===== src/design/tlg_pkg.sv =====
// ----------------------------------------------------------------------------
// tlg_pkg
// shared codes, defaults and controller/datapath interface types for the
// toroidal life grid engine
// ----------------------------------------------------------------------------
package tlg_pkg;

  localparam int DEF_ROWS = 64;
  localparam int DEF_COLS = 64;

  localparam int FUNC_W = 3;
  localparam int ROW_W  = 6;
  localparam int COL_W  = 6;

  localparam logic [FUNC_W-1:0] FUNC_WRITE  = 3'd0;
  localparam logic [FUNC_W-1:0] FUNC_TOGGLE = 3'd1;
  localparam logic [FUNC_W-1:0] FUNC_CLEAR  = 3'd2;
  localparam logic [FUNC_W-1:0] FUNC_STEP   = 3'd3;
  localparam logic [FUNC_W-1:0] FUNC_READ   = 3'd4;

  typedef struct packed {
    logic capture;
    logic rd_cell;
    logic rd_step;
    logic wr_zero;
    logic wr_cell;
    logic wr_life;
    logic shift;
    logic flip;
    logic cnt_clr;
    logic cnt_inc;
    logic load_res;
  } tlg_cmd_t;

  typedef struct packed {
    logic [FUNC_W-1:0] func;
    logic              in_grid;
    logic              running;
    logic              clear_last;
    logic              step_last;
    logic              step_ge1;
    logic              step_ge3;
    logic              out_busy;
  } tlg_status_t;

endpackage


===== src/design/tlg_controller.sv =====
// ----------------------------------------------------------------------------
// tlg_controller
// sequencer for reset clearing, cell access, grid clear and generation step
// ----------------------------------------------------------------------------
module tlg_controller import tlg_pkg::*; (
  input  logic        clk_i,
  input  logic        rst_ni,
  input  logic        in_valid_i,
  output logic        in_ready_o,
  input  tlg_status_t status_i,
  output tlg_cmd_t    cmd_o
);

  localparam logic [2:0] ST_INIT   = 3'd0;
  localparam logic [2:0] ST_IDLE   = 3'd1;
  localparam logic [2:0] ST_DECIDE = 3'd2;
  localparam logic [2:0] ST_CELL   = 3'd3;
  localparam logic [2:0] ST_CLEAR  = 3'd4;
  localparam logic [2:0] ST_STEP   = 3'd5;
  localparam logic [2:0] ST_FINISH = 3'd6;

  logic [2:0] state_q, state_d;

  assign in_ready_o = (state_q == ST_IDLE);

  always_comb begin
    state_d = state_q;
    cmd_o   = '0;
    case (state_q)
      ST_INIT: begin
        cmd_o.wr_zero = 1'b1;
        cmd_o.cnt_inc = 1'b1;
        if (status_i.clear_last) begin
          cmd_o.cnt_clr = 1'b1;
          state_d       = ST_IDLE;
        end
      end
      ST_IDLE: begin
        if (in_valid_i) begin
          cmd_o.capture = 1'b1;
          state_d       = ST_DECIDE;
        end
      end
      ST_DECIDE: begin
        state_d       = ST_FINISH;
        cmd_o.cnt_clr = 1'b1;
        case (status_i.func)
          FUNC_WRITE, FUNC_READ: begin
            if (status_i.in_grid) begin
              cmd_o.rd_cell = 1'b1;
              state_d       = ST_CELL;
            end
          end
          FUNC_TOGGLE: begin
            if (status_i.in_grid && !status_i.running) begin
              cmd_o.rd_cell = 1'b1;
              state_d       = ST_CELL;
            end
          end
          FUNC_CLEAR: begin
            if (!status_i.running) begin
              state_d = ST_CLEAR;
            end
          end
          FUNC_STEP: begin
            if (status_i.running) begin
              state_d = ST_STEP;
            end
          end
          default: state_d = ST_FINISH;
        endcase
      end
      ST_CELL: begin
        cmd_o.wr_cell = (status_i.func == FUNC_WRITE) || (status_i.func == FUNC_TOGGLE);
        state_d       = ST_FINISH;
      end
      ST_CLEAR: begin
        cmd_o.wr_zero = 1'b1;
        cmd_o.cnt_inc = 1'b1;
        if (status_i.clear_last) begin
          state_d = ST_FINISH;
        end
      end
      ST_STEP: begin
        cmd_o.rd_step = ~status_i.step_last;
        cmd_o.shift   = status_i.step_ge1;
        cmd_o.wr_life = status_i.step_ge3;
        cmd_o.cnt_inc = 1'b1;
        if (status_i.step_last) begin
          cmd_o.flip = 1'b1;
          state_d    = ST_FINISH;
        end
      end
      ST_FINISH: begin
        if (!status_i.out_busy) begin
          cmd_o.load_res = 1'b1;
          state_d        = ST_IDLE;
        end
      end
      default: state_d = ST_IDLE;
    endcase
  end

  always_ff @(posedge clk_i or negedge rst_ni) begin
    if (!rst_ni) begin
      state_q <= ST_INIT;
    end else begin
      state_q <= state_d;
    end
  end

endmodule


===== config.mk =====
export PLATFORM = sky130hd
export DESIGN_NAME = tlg_controller
export DESIGN_NICKNAME = d
export VERILOG_FILES = /design/src/design/tlg_pkg.sv /design/src/design/tlg_controller.sv
export SDC_FILE = /design/constraint.sdc
export NUM_CORES = 1
export LEC_CHECK = 0
export ABC_AREA = 1
export BUFFER_PORTS_ARGS = -buffer_cell sky130_fd_sc_hd__buf_2
export CAP_MARGIN = 20
export CORE_AREA = 2 2 39 41
export DETAILED_ROUTE_END_ITERATION = 10
export DIE_AREA = 0 0 41 43
export GPL_TIMING_DRIVEN = 1
export PLACE_DENSITY = 0.63
export SLEW_MARGIN = 20
export SYNTH_ARGS = -nofsm -noshare
export SYNTH_HDL_FRONTEND = slang
export SYNTH_SLANG_ARGS = --single-unit

===== constraint.sdc =====
create_clock -name clk_i -period 3 [get_ports clk_i]
set_clock_uncertainty 0.15 [all_clocks]
set_input_delay 0.3 -clock clk_i [delete_from_list [all_inputs] [get_ports clk_i]]
set_output_delay 0.3 -clock clk_i [all_outputs]
set_load 0.02 [all_outputs]

==> impl_metrics.csv, run 1 <==
group,metric,value,unit
layout,largest_register_ffs,3,
routing,drt_pass1_iterations,4,
setup_path,endpoint_kind,"output pin",
synth,yosysUniqueCellTypes,20,
die,start_util,30.5,%
layout,reg_top3,"state_q (3)",
die,dieArea,0.00176,mm²
setup_path,critical_path_class,"flop to output pin",
global_route,grt_max_degree,10,
clock_network,h-tree-depth,1,
setup_path,crit_arrival,1.44,ns
synth,synth-warning-count,0,
die,pin_count,25,
layout,final_core_util,40.8,%
layout,largest_register,"state_q",
synth,syn_area,422,µm²
global_route,grt_overflow,0,
power_and_ir_drop,pwr-share-comb,61.9,%
setup_path,r2r_start,"state_q[0]",
power_and_ir_drop,pwr-share-seq,24.8,%
sta,rsz0062_at_grt,"no",
global_route,grt_antenna_before_repair,0,
setup_path,crit_path_max_incr_delay,0.54,ns
layout,final_nets,106,
placement,dp_cells,103,
routing,routed_via_density,4.50,
routing,antenna_left,0,
sta,final-hold-violation-count,0,
synth,synth_edf_count,0,
run_status,status,"complete, no violations",
setup_path,cp_cell_sequence,"nor3_4 -> inv_1 -> nor2_1 -> buf_2",
power_and_ir_drop,swShare,57.3,%
power_and_ir_drop,clkPwrFrac,13.2,%
setup_path,cpMaxStageDelayCell,"dfrtp_1",
layout,final_common_cell,"buf_2",
clock_network,cts.sinks,3,
layout,num_antenna_cells,0,
power_and_ir_drop,leakagePower,0.337,nW
layout,nFillCells,162,
clock_network,cts-root-buf,"clkbuf_4",
synth,ys_ff_latch,3,
power_and_ir_drop,power-per-cell-area,990,mW/mm²
routing,drt_iter0_markers,11,
setup_path,worstSetupStartpoint,"state_q[0]",
synth,synth_fp_nets,79,
power_and_ir_drop,internal_power,0.238,mW
setup_path,cp_num_buf_inv,2,
synth,ys_seq_area_share,17.8,%
placement,portBuffers,24,
job,drv_cap,0,
placement,routabilityCongestion,0.796,
layout,stdcell_area,564,µm²
layout,final_cells,108,
global_route,groute.usage.overall,13.5,%
sta,fin_crit_sh,62.8,%
placement,hpwl,771,µm
layout,area_growth,33.8,%
clock_network,cts_setup_buffers,0,
global_route,grt_pass1_vias,403,
routing,wl_per_cell,9.03,µm
clock_network,cts_resized,0,
clock_network,cts_buffers,3,
synth,syn_avg_cell_area,6.39,µm²
sta,period_minus_slack,1.89,ns
placement,place_area,528,µm²
layout,mostFrequentLayoutCells,"buf_2 (24), nand2_1 (20), nor2_1 (9)",
setup_path,crit_family,"flip-flops",
die,rows,14,
setup_path,worst_ep_required_time,2.55,ns
sta,tightest_slew,0.496,ns
routing,drc,0,
power_and_ir_drop,vdd_drop_max,0.350,mV
synth,syn_inst,66,
layout,drive_above_1_share,42.4,%
global_route,grt_pass1_wl,1.59,mm
sta,slew_headroom,66.9,%
die,dieWidth,41,µm
clock_network,worstSkewPairLatency,0.24,ns
hold_path,holdCritPathClass,"input port to async pin",
routing,vias,486,
synth,synthFlopType,"dfrtp_1",
clock_network,cts.clk_slew.worst_paths,0.04,ns
routing,wirelength,975,µm
power_and_ir_drop,switching_power,0.320,mW
sta,setup_tns,0,ns
synth,ys_async_sr_fraction,100,%
setup_path,critPathLaunchType,"flop",
clock_network,cts_buffer_depth,2,
die,core_area,0.00138,mm²
setup_path,crit_fanout,9,
clock_network,tritoncts,"done",
sta,finalSetupViolCount,0,
die,die_h,43,µm
clock_network,cts_hold_buf,1,
sta,max_freq,530,MHz
sta,report.final.slew_viol_count,0,
metal layers:
layer / routed length [µm] / up-vias / track usage, %
li1: - / 261 / -
met1: 417 / 204 / 16.8
met2: 480 / 17 / 19.1
met3: 54 / 4 / 3.14
met4: 23 / 0 / 10.0
met5: 0 / - / 0
area by class of cell:
type	instances	area (µm²)	share of cell area, %
clock buffer	4	26.3	4.66
inverter	12	55.1	9.76
multi-input combinational	48	258	45.7
sequential	3	75.1	13.3
tap	16	20.0	3.55
timing repair buffer	25	130	23.1
cell usage after synthesis, types with 2 or more instances:
| master | count | area [µm²] |
|---|---|---|
| buf_6 | 3 | 33.8 |
| nor3_4 | 2 | 32.5 |
| inv_6 | 2 | 17.5 |
| a21oi_1 | 2 | 10.0 |
| nor4_1 | 2 | 12.5 |
| dfrtp_1 | 3 | 75.1 |
| nor2_1 | 9 | 33.8 |
| nor2_2 | 2 | 12.5 |
| nand3_2 | 2 | 20.0 |
| inv_2 | 2 | 7.51 |
| nand2_1 | 20 | 75.1 |
| inv_1 | 8 | 30.0 |
| nor3_1 | 2 | 10.0 |
path summary, 6_finish.rpt:
check | cells after the start | slack [ns] | to
setup / recovery | 4 | 1.11 | cmd_o[9]
hold / removal | 2 | 0.23 | state_q[1]
setup reg to reg | 7 | 1.51 | state_q[1]
hold reg to reg | 2 | 0.60 | state_q[2]
max in group asynchronous | 2 | 2.36 | state_q[0]
min in group clk_i | 3 | 0.26 | state_q[1]
power by group through the flow:
stage               clock network, mW  registers (mW)  logic (mW)
floorplan                           0          0.0706       0.364
global placement                    0           0.136       0.344
detailed placement                  0           0.139       0.343
CTS                            0.0747           0.139       0.349
global route                   0.0765           0.146       0.389
finish                         0.0738           0.139       0.346
logic make-up after synthesis:
| kind of cell | synth area share [%] |
|---|---|
| and+or+nand+nor | 56.4 |
| AOI/OAI and AO/OA | 4.75 |
| DFF | 17.8 |
| buffers and inverters | 21.1 |
stage by stage:
| stage | total power, mW | setup slack (ns) | hold WS (ns) |
|---|---|---|---|
| floorplan | 0.435 | 1.32 | -0.146 |
| global placement | 0.479 | 1.39 | -0.0535 |
| detailed placement | 0.483 | 1.37 | -0.0523 |
| CTS | 0.563 | 1.11 | 0.233 |
| global route | 0.612 | 1.02 | 0.247 |
| finish | 0.558 | 1.11 | 0.229 |
worst reg2reg max path, cell delays in order (launching register included):
cell     delay, ns
dfrtp_1       0.64
nand3_4       0.14
nor2_2        0.13
nor2_2        0.05
nand3_2       0.10
inv_2         0.04
nand2_1       0.06
nand2_1       0.05
Note: power is estimated with default switching activity, not from simulation.
==> run 2, diff against run 1 <==
==> constraint.sdc (replaced) <==
create_clock -name clk_i -period 1.8 [get_ports clk_i]
set_clock_uncertainty 0.15 [all_clocks]
set_input_delay 0.18 -clock clk_i [delete_from_list [all_inputs] [get_ports clk_i]]
set_output_delay 0.18 -clock clk_i [all_outputs]
set_load 0.02 [all_outputs]
==> impl_metrics.csv, run 2 (synthesized netlist as in run 1, its figures left out) <==
group,metric,value,unit
placement,routabilityCongestion,0.796,
setup_path,r2r_start,"state_q[2]",
global_route,grt_pass1_vias,403,
setup_path,rr_endpoint,"state_q[1]",
die,rows,14,
global_route,grt_antenna_before_repair,0,
die,dieWidth,41,µm
global_route,grt_pass1_wl,1.59,mm
layout,area_growth,34.7,%
clock_network,cts-root-buf,"clkbuf_4",
die,pin_count,25,
setup_path,critPathLaunchType,"flop",
sta,slew_headroom,81.6,%
global_route,grt_overflow,0,
job,drv_cap,0,
die,die_h,43,µm
layout,final_nets,106,
clock_network,h-tree-depth,1,
setup_path,endpoint_kind,"output pin",
run_status,status,"complete, no violations",
layout,largest_register,"state_q",
setup_path,worst_ep_required_time,1.47,ns
routing,vias,489,
sta,setup_tns,0,ns
layout,reg_top3,"state_q (3)",
placement,portBuffers,24,
routing,drt_iter0_markers,12,
hold_path,holdCritPathClass,"input port to async pin",
setup_path,crit_fanout,8,
sta,fin_crit_sh,94.0,%
placement,dp_cells,103,
setup_path,r2r_cells,6,
layout,final_cells,108,
die,dieArea,0.00176,mm²
power_and_ir_drop,vdd_drop_max,0.593,mV
die,start_util,30.5,%
sta,tightest_slew,0.276,ns
sta,rsz0062_at_grt,"no",
layout,num_antenna_cells,0,
sta,max_freq,591,MHz
layout,final_common_cell,"buf_2",
setup_path,ff2ff_setup_slack,0.42,ns
clock_network,cts.clk_slew.worst_paths,0.04,ns
die,core_area,0.00138,mm²
sta,whs,0.108,ns
global_route,groute.usage.overall,13.5,%
layout,largest_register_ffs,3,
setup_path,critical_path_class,"flop to output pin",
global_route,grt_max_degree,10,
sta,final-hold-violation-count,0,
power_and_ir_drop,power-per-cell-area,1660,mW/mm²
routing,drt_pass1_iterations,4,
placement,hpwl,771,µm
routing,wl_per_cell,9.35,µm
clock_network,tritoncts,"done",
setup_path,crit_arrival,1.36,ns
power_and_ir_drop,finalPower,0.945,mW
setup_path,worstSetupStartpoint,"state_q[2]",
clock_network,cts_buffer_depth,2,
clock_network,cts.sinks,3,
routing,antenna_left,0,
power_and_ir_drop,leakagePower,0.334,nW
routing,drc,0,
clock_network,cts_buffers,3,
routing,routed_via_density,4.53,
sta,finalSetupViolCount,0,
routing,wirelength,1.01,mm
layout,mostFrequentLayoutCells,"buf_2 (24), nand2_1 (20), nor2_1 (9)",
clock_network,worstSkewPairLatency,0.24,ns
sta,report.final.slew_viol_count,0,
layout,drive_above_1_share,45.7,%
sta,period_minus_slack,1.69,ns
clock_network,cts_setup_buffers,0,
## run 2: cell counts in the layout (fill, tap and decap cells not counted)
No cell type changed its count.
## run 2: worst max-delay path by stage
| stage | to | cells after the start |
|---|---|---|
| finish | cmd_o[9] | 4 |
| global route | cmd_o[9] | 4 |
| CTS | cmd_o[9] | 4 |
| floorplan | cmd_o[0] | 2 |
| detailed placement | cmd_o[9] | 4 |
| global placement | cmd_o[9] | 5 |
## run 2: critical path: stages, from the launching register on
cell and delay (ns):
dfrtp_2 0.49, nor3_4 0.26, inv_1 0.10, nor2_1 0.10, buf_2 0.16
## run 2: routing by layer
layer | wire length (µm) | vias up | global-route usage, %
met3 | 58 | 5 | 3.14
met2 | 489 | 19 | 19.1
li1 | - | 258 | -
met4 | 26 | 0 | 10.0
met5 | 0 | - | 0
met1 | 436 | 207 | 16.8
## run 2: stage by stage
step	area, µm²	setup slack [ns]	utilization, %
after global placement	528	0.311	38.2
after CTS	564	0.0298	40.8
after floorplan	422	0.239	-
after global routing	568	0.0414	41.0
after detailed placement	528	0.293	38.2
final	568	0.107	41.0
## run 2: cell type report
class	count	area, µm²
timing repair buffer	25	130
inverter	12	55.1
multi-input combinational	48	258
sequential	3	78.8
clock buffer	4	26.3
fill	161	816
tap	16	20.0
## run 2: what timing repair did
item	in CTS	in global routing
endpoints found under the setup margin	0	2
hold buffers	1	0
endpoints found under the hold margin	3	0
resized for setup	0	3
## run 2: where the power goes
group	switching, mW	total, mW	internal, mW
logic	0.368	0.579	0.211
registers	0.131	0.241	0.110
clock network	0.0415	0.125	0.0835
total	0.541	0.945	0.405
==> run 3, diff against run 2 <==
--- a/config.mk
+++ b/config.mk
@@ -8,11 +8,12 @@
 export ABC_AREA = 1
 export BUFFER_PORTS_ARGS = -buffer_cell sky130_fd_sc_hd__buf_2
 export CAP_MARGIN = 20
-export CORE_AREA = 2 2 39 41
+export CELL_PAD_IN_SITES_DETAIL_PLACEMENT = 2
+export CELL_PAD_IN_SITES_GLOBAL_PLACEMENT = 2
+export CORE_UTILIZATION = 19
 export DETAILED_ROUTE_END_ITERATION = 10
-export DIE_AREA = 0 0 41 43
 export GPL_TIMING_DRIVEN = 1
-export PLACE_DENSITY = 0.63
+export PLACE_DENSITY = 0.76
 export SLEW_MARGIN = 20
 export SYNTH_ARGS = -nofsm -noshare
 export SYNTH_HDL_FRONTEND = slang
==> impl_metrics.csv, run 3 (synthesized netlist as in run 1, its figures left out) <==
group,metric,value,unit
setup_path,worst_ep_required_time,1.47,ns
sta,finalSetupViolCount,0,
die,dieArea,0.00241,mm²
layout,largest_register,"state_q",
global_route,grt_max_degree,10,
die,dieWidth,49.1,µm
layout,num_antenna_cells,0,
layout,final_nets,106,
sta,report.final.slew_viol_count,0,
layout,nFillCells,273,
clock_network,cts.sinks,3,
sta,slew_headroom,81.0,%
die,pin_count,25,
run_status,status,"complete, no violations",
power_and_ir_drop,vdd_drop_max,0.577,mV
layout,reg_top3,"state_q (3)",
layout,drive_above_1_share,45.7,%
clock_network,cts_buffers,3,
die,start_util,20.9,%
clock_network,cts-root-buf,"clkbuf_4",
clock_network,tritoncts,"done",
setup_path,cp_cell_sequence,"nor3_4 -> inv_1 -> nor2_1 -> buf_2",
sta,setup_tns,0,ns
placement,hpwl,1.12,mm
sta,rsz0062_at_grt,"no",
layout,largest_register_ffs,3,
setup_path,critPathLaunchType,"flop",
routing,antenna_left,0,
routing,drc,0,
layout,area_growth,38.0,%
setup_path,critical_path_class,"flop to output pin",
placement,portBuffers,24,
die,core_area,0.00202,mm²
global_route,grt_overflow,0,
die,die_h,49.1,µm
sta,final-hold-violation-count,0,
setup_path,cpMaxStageDelayCell,"dfrtp_2",
routing,routed_via_density,4.21,
power_and_ir_drop,finalPower,0.950,mW
layout,final_common_cell,"buf_2",
routing,drt_iter0_markers,2,
routing,vias,501,
routing,wl_per_cell,10.6,µm
setup_path,crit_arrival,1.38,ns
layout,mostFrequentLayoutCells,"buf_2 (24), nand2_1 (20), nor2_1 (9)",
clock_network,h-tree-depth,1,
global_route,grt_pass1_vias,539,
routing,drt_pass1_iterations,4,
global_route,grt_pass1_wl,2.19,mm
routing,wirelength,1.26,mm
power_and_ir_drop,power-per-cell-area,1630,mW/mm²
setup_path,crit_fanout,8,
clock_network,worstSkewPairLatency,0.23,ns
setup_path,endpoint_kind,"output pin",
sta,period_minus_slack,1.71,ns
sta,fin_crit_sh,95.1,%
setup_path,crit_path_max_incr_delay,0.49,ns
clock_network,cts_buffer_depth,2,
placement,routabilityCongestion,0.769,
hold_path,holdCritPathClass,"input port to async pin",
clock_network,cts.clk_slew.worst_paths,0.04,ns
die,rows,16,
global_route,groute.usage.overall,11.8,%
job,drv_cap,0,
sta,max_freq,584,MHz
clock_network,cts_setup_buffers,0,
power_and_ir_drop,leakagePower,0.334,nW
sta,tightest_slew,0.285,ns
global_route,grt_antenna_before_repair,0,
run 3: cell counts in the layout (fill, tap and decap cells not counted):
Identical to the previous run, type by type.
run 3: cell type report:
type	instances	area [µm²]	area share, %
multi-input cells	48	258	44.3
repair buffers	25	130	22.4
flip-flops and latches	3	78.8	13.5
inverters	12	55.1	9.46
well taps	27	33.8	5.81
clock buffers	4	26.3	4.52
run 3: layer usage:
metal,vias up,GRT usage (%),share of wire (%)
li1,256,-,-
met1,227,13.3,41
met5,-,0,0
met2,16,21.0,53
met3,2,2.18,4.4
met4,0,5.88,1.1
run 3: report_power, final:
group | total, mW | leakage (nW) | switching (mW) | internal (mW)
clock | 0.119 | 0.0150 | 0.0361 | 0.0831
sequential | 0.242 | 0.0333 | 0.132 | 0.110
combinational | 0.588 | 0.286 | 0.377 | 0.211
total | 0.950 | 0.334 | 0.546 | 0.404
run 3: final timing paths:
kind / from / end / slack (ns) / depth (start not counted)
max reg2reg: state_q[2] / state_q[1] / 0.43 / 6
min: rst_ni / state_q[2] / 0.12 / 2
min reg2reg: state_q[0] / state_q[0] / 0.55 / 2
max in group asynchronous: rst_ni / state_q[1] / 1.25 / 2
min in group clk_i: status_i[0] / state_q[1] / 0.15 / 3
max: state_q[2] / cmd_o[9] / 0.09 / 4
run 3: repair_timing:
item | in CTS | in global routing
setup endpoints to repair | 1 | 0
endpoints found under the hold margin | 3 | 0
hold buffers | 1 | 0
gates resized for setup | 3 | 0
run 3: critical path: cells and delay by family (launching register included):
| family | cells | cell delay, ns |
|---|---|---|
| AND/OR/NAND/NOR | 2 | 0.39 |
| buffers and inverters | 2 | 0.27 |
| flip-flops | 1 | 0.49 |
run 3: through the flow:
step	instance area, µm²	setup WS (ns)	util (%)	hold WS, ns	instances
floorplan	422	0.239	-	-0.266	66
global placement	542	0.222	26.8	-0.174	114
detailed placement	542	0.223	26.8	-0.172	114
CTS	582	0.0582	28.8	0.116	119
global route	582	0.0115	28.8	0.130	119
finish	582	0.0888	28.8	0.123	119
